### src/rtl/sirs_pkg.sv
// ----------------------------------------------------------------------------
// sirs_pkg
// Shared constants, register indexes and helpers for the radix renderer.
// ----------------------------------------------------------------------------
package sirs_pkg;

    // default configuration of the renderer
    localparam int MAX_SYMBOLS_DEF = 16;
    localparam int VALUE_BITS_DEF  = 32;

    // fixed field widths
    localparam int RADIX_W  = 5;
    localparam int SYM_W    = 8;
    localparam int VALUE_W  = 32;
    localparam int DATA_W   = 64;
    localparam int ADDR_W   = 5;

    // division steps retired per clock
    localparam int DIV_STEPS = 8;

    // register indexes (byte address = 8 * index)
    localparam logic [1:0] REG_RADIX     = 2'd0;
    localparam logic [1:0] REG_SYMS_LOW  = 2'd1;
    localparam logic [1:0] REG_SYMS_HIGH = 2'd2;

    // minus sign character
    localparam logic [SYM_W-1:0] MINUS_SIGN = 8'd45;

    // a symbol byte that may not appear in the alphabet
    function automatic logic sym_forbidden(input logic [SYM_W-1:0] c);
        logic bad;
        bad = (c == '0) || (c inside {[8'd32:8'd47], [8'd58:8'd64],
                                      [8'd91:8'd96], [8'd123:8'd126]});
        return bad;
    endfunction

endpackage

### src/rtl/signed_integer_to_radix_symbols.sv
// ----------------------------------------------------------------------------
// signed_integer_to_radix_symbols
// Renders a signed value as symbol bytes in a programmable radix, most
// significant digit first, with a leading minus sign for negative values.
// ----------------------------------------------------------------------------
//  channel  | handshake               | payload
//  ---------+-------------------------+----------------------------------
//  input    | in_valid / in_ready     | value
//  output   | out_valid / out_ready   | symbol, last, alphabet_invalid
//  config   | psel/penable/pwrite     | paddr, pwdata, prdata (pready = 1)
//
// Per value: accept, a check of each symbol in use (fewer on an error), the
// digits one by one on the shared divide unit (8 restoring steps per clock),
// then the minus sign, if any, and the output words, most significant first.
// in_ready is high only while the sequencer is idle; output stalls hold the
// sequencer. Reset clears the registers to 0, which leaves the alphabet invalid.
// ----------------------------------------------------------------------------
module signed_integer_to_radix_symbols
    import sirs_pkg::*;
#(
    parameter int MAX_SYMBOLS = MAX_SYMBOLS_DEF,
    parameter int VALUE_BITS  = VALUE_BITS_DEF
)
(
    input  logic               clk,
    input  logic               rst_n,
    // configuration port
    input  logic               psel,
    input  logic               penable,
    input  logic               pwrite,
    input  logic [ADDR_W-1:0]  paddr,
    input  logic [DATA_W-1:0]  pwdata,
    output logic [DATA_W-1:0]  prdata,
    output logic               pready,
    // input words
    input  logic               in_valid,
    output logic               in_ready,
    input  logic [VALUE_W-1:0] value,
    // output words
    output logic               out_valid,
    input  logic               out_ready,
    output logic [SYM_W-1:0]   symbol,
    output logic               last,
    output logic               alphabet_invalid
);

    localparam int DIG_W  = (MAX_SYMBOLS > 1) ? $clog2(MAX_SYMBOLS) : 1;
    localparam int CPD    = (VALUE_BITS + DIV_STEPS - 1) / DIV_STEPS;
    localparam int DIV_W  = CPD * DIV_STEPS;
    localparam int STEP_W = (CPD > 1) ? $clog2(CPD) : 1;
    localparam int SP_W   = $clog2(VALUE_BITS);
    localparam int CNT_W  = $clog2(VALUE_BITS + 1);

    typedef enum logic [5:0] {
        ST_IDLE   = 6'b000001,
        ST_CHECK  = 6'b000010,
        ST_DIVIDE = 6'b000100,
        ST_SIGN   = 6'b001000,
        ST_DIGITS = 6'b010000,
        ST_ERROR  = 6'b100000
    } state_t;

    state_t state_reg, state_next;

    logic [RADIX_W-1:0] radix_reg;
    logic [DATA_W-1:0]  syms_low_reg;
    logic [DATA_W-1:0]  syms_high_reg;

    logic               neg_reg, neg_next;
    logic [DIV_W-1:0]   work_reg, work_next;
    logic [DIG_W-1:0]   rem_reg, rem_next;
    logic [STEP_W-1:0]  step_reg, step_next;
    logic [DIG_W-1:0]   chk_reg, chk_next;
    logic [CNT_W-1:0]   nd_reg, nd_next;
    logic [DIG_W-1:0]   stack_reg [VALUE_BITS];

    logic               out_valid_reg, out_valid_next;
    logic [SYM_W-1:0]   symbol_reg, symbol_next;
    logic               last_reg, last_next;
    logic               inv_reg, inv_next;

    logic [SYM_W-1:0]   sym_tab [MAX_SYMBOLS];
    logic               out_free;
    logic               push;
    logic [CNT_W-1:0]   rd_ptr;

    // configuration writes
    logic cfg_wr;
    assign cfg_wr = psel && penable && pwrite;
    assign pready = 1'b1;

    always_ff @(posedge clk or negedge rst_n)
    begin
        if (!rst_n)
        begin
            radix_reg     <= '0;
            syms_low_reg  <= '0;
            syms_high_reg <= '0;
        end
        else if (cfg_wr)
        begin
            case (paddr[4:3])
                REG_RADIX:     radix_reg     <= pwdata[RADIX_W-1:0];
                REG_SYMS_LOW:  syms_low_reg  <= pwdata;
                REG_SYMS_HIGH: syms_high_reg <= pwdata;
                default:       ;
            endcase
        end
    end

    // register readback
    always_comb
    begin
        case (paddr[4:3])
            REG_RADIX:     prdata = DATA_W'(radix_reg);
            REG_SYMS_LOW:  prdata = syms_low_reg;
            REG_SYMS_HIGH: prdata = syms_high_reg;
            default:       prdata = '0;
        endcase
    end

    // alphabet lookup table from the two symbol registers
    always_comb
    begin
        for (int k = 0; k < MAX_SYMBOLS; k++)
        begin
            if (k < 8)
                sym_tab[k] = syms_low_reg[k*SYM_W +: SYM_W];
            else
                sym_tab[k] = syms_high_reg[(k-8)*SYM_W +: SYM_W];
        end
    end

    // alphabet check: radix range, symbol chk_reg against the forbidden bytes and every later symbol in use
    logic             radix_bad;
    logic             sym_bad;
    logic             chk_done;
    logic [SYM_W-1:0] chk_sym;

    assign radix_bad = (radix_reg < RADIX_W'(2)) || (radix_reg > RADIX_W'(MAX_SYMBOLS));
    assign chk_sym   = sym_tab[chk_reg];
    assign chk_done  = (RADIX_W'(chk_reg) + RADIX_W'(1)) == radix_reg;

    always_comb
    begin
        sym_bad = sym_forbidden(chk_sym);
        for (int j = 0; j < MAX_SYMBOLS; j++)
        begin
            if ((RADIX_W'(j) > RADIX_W'(chk_reg)) && (RADIX_W'(j) < radix_reg)
                && (sym_tab[j] == chk_sym))
                sym_bad = 1'b1;
        end
    end

    // shared divide unit: DIV_STEPS restoring steps per clock
    logic [DIG_W:0]   divisor;
    logic [DIV_W-1:0] div_work;
    logic [DIG_W-1:0] div_rem;

    assign divisor = radix_reg[DIG_W:0];

    always_comb
    begin
        logic [DIG_W:0] trial;
        logic [DIG_W:0] diff;
        div_work = work_reg;
        div_rem  = rem_reg;
        for (int s = 0; s < DIV_STEPS; s++)
        begin
            trial    = {div_rem, div_work[DIV_W-1]};
            diff     = trial - divisor;
            div_work = {div_work[DIV_W-2:0], 1'b0};
            if (trial >= divisor)
            begin
                div_rem     = diff[DIG_W-1:0];
                div_work[0] = 1'b1;
            end
            else
            begin
                div_rem = trial[DIG_W-1:0];
            end
        end
    end

    assign out_free = !out_valid_reg || out_ready;
    assign rd_ptr   = nd_reg - CNT_W'(1);

    // sequencer
    always_comb
    begin
        logic [VALUE_BITS-1:0] v;
        logic [VALUE_BITS-1:0] mag;
        v              = value[VALUE_BITS-1:0];
        mag            = -v;
        state_next     = state_reg;
        neg_next       = neg_reg;
        work_next      = work_reg;
        rem_next       = rem_reg;
        step_next      = step_reg;
        chk_next       = chk_reg;
        nd_next        = nd_reg;
        push           = 1'b0;
        out_valid_next = out_valid_reg && !out_ready;
        symbol_next    = symbol_reg;
        last_next      = last_reg;
        inv_next       = inv_reg;

        case (state_reg)
            ST_IDLE:
            begin
                if (in_valid)
                begin
                    neg_next   = v[VALUE_BITS-1];
                    work_next  = v[VALUE_BITS-1] ? DIV_W'(mag) : DIV_W'(v);
                    rem_next   = '0;
                    step_next  = '0;
                    chk_next   = '0;
                    nd_next    = '0;
                    state_next = ST_CHECK;
                end
            end
            ST_CHECK:
            begin
                if (radix_bad || sym_bad)
                    state_next = ST_ERROR;
                else if (chk_done)
                    state_next = ST_DIVIDE;
                else
                    chk_next = chk_reg + DIG_W'(1);
            end
            ST_DIVIDE:
            begin
                work_next = div_work;
                rem_next  = div_rem;
                step_next = step_reg + STEP_W'(1);
                if (step_reg == STEP_W'(CPD - 1))
                begin
                    // one digit done: push remainder, restart on quotient
                    push      = 1'b1;
                    nd_next   = nd_reg + CNT_W'(1);
                    rem_next  = '0;
                    step_next = '0;
                    if (div_work == '0)
                        state_next = neg_reg ? ST_SIGN : ST_DIGITS;
                end
            end
            ST_SIGN:
            begin
                if (out_free)
                begin
                    out_valid_next = 1'b1;
                    symbol_next    = MINUS_SIGN;
                    last_next      = 1'b0;
                    inv_next       = 1'b0;
                    state_next     = ST_DIGITS;
                end
            end
            ST_DIGITS:
            begin
                if (out_free)
                begin
                    out_valid_next = 1'b1;
                    symbol_next    = sym_tab[stack_reg[rd_ptr[SP_W-1:0]]];
                    last_next      = (nd_reg == CNT_W'(1));
                    inv_next       = 1'b0;
                    nd_next        = rd_ptr;
                    if (nd_reg == CNT_W'(1))
                        state_next = ST_IDLE;
                end
            end
            ST_ERROR:
            begin
                if (out_free)
                begin
                    out_valid_next = 1'b1;
                    symbol_next    = '0;
                    last_next      = 1'b1;
                    inv_next       = 1'b1;
                    state_next     = ST_IDLE;
                end
            end
            default:
            begin
                state_next = ST_IDLE;
            end
        endcase
    end

    // control registers
    always_ff @(posedge clk or negedge rst_n)
    begin
        if (!rst_n)
        begin
            state_reg     <= ST_IDLE;
            out_valid_reg <= 1'b0;
            nd_reg        <= '0;
            step_reg      <= '0;
            chk_reg       <= '0;
        end
        else
        begin
            state_reg     <= state_next;
            out_valid_reg <= out_valid_next;
            nd_reg        <= nd_next;
            step_reg      <= step_next;
            chk_reg       <= chk_next;
        end
    end

    // datapath registers
    always_ff @(posedge clk)
    begin
        neg_reg    <= neg_next;
        work_reg   <= work_next;
        rem_reg    <= rem_next;
        symbol_reg <= symbol_next;
        last_reg   <= last_next;
        inv_reg    <= inv_next;
        if (push)
            stack_reg[nd_reg[SP_W-1:0]] <= div_rem;
    end

    assign in_ready         = (state_reg == ST_IDLE);
    assign out_valid        = out_valid_reg;
    assign symbol           = symbol_reg;
    assign last             = last_reg;
    assign alphabet_invalid = inv_reg;

endmodule

### config.mk
export PLATFORM = sky130hd
export DESIGN_NAME = signed_integer_to_radix_symbols
export DESIGN_NICKNAME = d
export VERILOG_FILES = /design/src/rtl/sirs_pkg.sv /design/src/rtl/signed_integer_to_radix_symbols.sv
export SDC_FILE = /design/constraint.sdc
export NUM_CORES = 1
export LEC_CHECK = 0
export BUFFER_PORTS_ARGS = -buffer_cell sky130_fd_sc_hd__buf_2
export CAP_MARGIN = 25
export CELL_PAD_IN_SITES_DETAIL_PLACEMENT = 1
export CELL_PAD_IN_SITES_GLOBAL_PLACEMENT = 2
export CORE_MARGIN = 1
export CORE_UTILIZATION = 30
export CTS_CLUSTER_DIAMETER = 200
export CTS_CLUSTER_SIZE = 10
export DETAILED_ROUTE_END_ITERATION = 16
export PLACE_DENSITY = 0.7
export SLEW_MARGIN = 20
export SYNTH_ARGS = -nofsm -noshare
export SYNTH_HDL_FRONTEND = slang
export SYNTH_SLANG_ARGS = --single-unit
### constraint.sdc
create_clock -name clk -period 23.4 [get_ports clk]
set_input_delay 0 -clock clk [delete_from_list [all_inputs] [get_ports clk]]
set_output_delay 0 -clock clk [all_outputs]
set_load 0.01 [all_outputs]
==> flow_summary.yaml <==
status:
  status: "completed"
floorplan:
  pin_count: 185
  rows: 95
  die_h_um: 263
  die_w_um: 263
  start_util: 0.303
  die_area_sq_um: 69100
  core_sq_um: 67300
placed_design:
  hpwlAfterDp_um: 51000
  placed_cell_area_sq_um: 22100
  routabilityCongestion: 0.886
  placed_cells: 2717
  io_buffer_count: 180
route:
  wirelength_um: 70900
  drc: 0
  ant_nets: 0
  dr.pass1.iters: 5
  drtIter0Drc: 1036
  wl_per_cell_um: 24.6
  vias: 15700
  viasPerCell: 5.44
cts:
  root_buffer: "clkbuf_16"
  cts_sinks: 327
  cts_buffers: 38
  cts.clk_slew.worst_paths_ns: 0.06
  h-tree-depth: 2
  clkLatencyLatePin_ns: 0.59
  cts_tree: "yes"
  post_cts_buffers: 0
  clk_path_buf_depth: 3
grt:
  grt_max_degree: 90
  grt_pass1_vias: 16700
  grt_use_total: 0.205
  grt_pass1_wl_um: 108000
  antenna_found_initial: 14
  grt_overflow: 0
yosys:
  syn_avg_cell_area_sq_um: 11.6
  synth_area_sq_um: 20400
  yosys.area.top_type_share: 0.257
  synth_edf_count: 175
  synth.distinct_cells: 76
  synthTopCellsByArea: "edfxtp_1 26%, dfrtp_1 19%, mux2_2 9.1%, mux4_2 5.2%, mux2i_1 4.3%"
  yosys-top-cells-count: "175 x edfxtp_1, 165 x mux2_2, 151 x dfrtp_1, 109 x o21ai_0, 104 x nand2_1"
  yosys_register_bits: 327
  syn_inst: 1753
  synthFlopType: "edfxtp_1"
  synth_nets: 1920
  yosysMostFrequentCell: "edfxtp_1"
  ys_warn_count: 0
  yosysSeqAreaShare: 0.444
  synth_top_area_cell: "edfxtp_1"
  synth_async_sr_flop_share: 0.465
critical_path:
  max_stage_delay_ns: 0.96
  end_kind: "flop"
  critPathRequiredTime_ns: 23.86
  cp_slowest_cell: "dfrtp_1"
  criticalPathCategory: "reg2reg"
  ff2ff_path_depth: 69
  cp.arrival_ns: 17.12
  crit_top_cell: "o21ai_0"
  crit_path_start_kind: "flop"
  crit_path_max_fanout: 19
sta:
  setup_total_negative_slack_ns: 0
  worst_pin_slew_ns: 1.03
  finalMaxSlewViolations: 0
  rsz0062_at_grt: "false"
  setup_viol: 0
  slew_headroom: 0.314
  hold_viol: 0
  fin_crit_ns: 16.66
  max_freq_ghz: 0.0600
  finalCritPeriodShare: 0.712
  clock_skew_ns: 0.0352
worst_hold_path:
  hold_path_class: "in2async"
cells_and_area:
  final_cells: 2883
  fin_util: 0.361
  fin_nets: 2154
  areaGrowthSynthToFinish_pct: 18.9
  fin_area_sq_um: 24300
  drive_gt1_frac: 0.248
  largest_reg_flops: 128
  fillers: 7343
run:
  max_cap_violations: 0
[kinds of logic (layout without fill, tap and decap cells)]
| family | after synthesis | count (layout) | share of synthesized area |
|---|---|---|---|
| buf+inv | 155 | 411 | 0.0351 |
| flops | 327 | 327 | 0.444 |
| mux | 307 | 307 | 0.195 |
| other cells | 1 | 2 | 0.000184 |
| compound gates | 372 | 372 | 0.127 |
| fa+ha+maj | 59 | 59 | 0.0391 |
| simple gates | 385 | 385 | 0.0973 |
| xor+xnor | 147 | 147 | 0.0631 |
[per-stage QoR]
| step | worst slack, ns | hold slack, ns |
|---|---|---|
| 2_1_floorplan | 9.22 | -0.296 |
| 3_3_place_gp | 7.14 | 0.140 |
| 3_5_place_dp | 6.51 | 0.156 |
| 4_1_cts | 6.49 | 0.0976 |
| 5_1_grt | 4.93 | 0.148 |
| 6_report | 6.74 | 0.0651 |
[routing by layer]
metal  part of all wire  global-route usage  vias to the layer above
met4              0.026              0.0577                       16
met5             0.0015                   0                        -
met3              0.044              0.0286                      114
met1               0.45               0.280                     8104
li1                   -                   -                     7110
met2               0.48               0.339                      347
[what timing repair did]
action                                 CTS  global route
endpoints found under the hold margin  261             0
gates resized for setup                  0             0
hold buffers                           101             0
[area by class of cell]
type / instances / area (sq um) / share of cell area
sequential: 327 / 9060 / 0.373
multi-input combinational: 1271 / 10700 / 0.442
clock inverter: 4 / 63.8 / 0.00263
tap: 873 / 1090 / 0.0450
inverter: 37 / 139 / 0.00572
antenna: 1 / 2.50 / 0.000103
clock buffer: 58 / 1030 / 0.0423
timing repair buffer: 312 / 2150 / 0.0886
[cells in the final DEF (no fill, tap or decap), types with 36 or more instances in the layout]
cell type and instances:
xor2_1 64, clkbuf_16 38, mux2i_1 83, dlygate4sd3_1 101, xnor2_1 83, edfxtp_1 175, mux4_2 47, nor2_1 72
a21oi_1 40, dfrtp_1 149, a211oi_1 36, buf_2 179, nand2_1 103, ha_1 51, a22o_1 62, mux2_2 165
o21ai_0 109, inv_1 36
[worst max-delay path, delay by kind of cell (launching register included)]
kind / cells / cell delay (ns)
AOI/OAI and AO/OA: 32 / 7.75
and+or+nand+nor: 19 / 3.19
buffers and inverters: 7 / 1.11
muxes: 3 / 1.09
DFF: 1 / 0.96
adders and majority gates: 8 / 2.42
[final timing paths]
kind | from | end | slack, ns
setup reg to reg | divisor[1] | state_reg[4] | 6.74
min in group clk | paddr[3] | divisor[2] | 0.15
setup / recovery | divisor[1] | state_reg[4] | 6.74
max in group asynchronous | rst_n | syms_low_reg[59] | 21.87
hold / removal | rst_n | syms_low_reg[2] | 0.07
hold reg to reg | step_reg[0] | step_reg[0] | 0.51
Power is left out: the tool's default activity adds up to more than one toggle a clock period on the data nets, which glitch-free logic cannot reach.
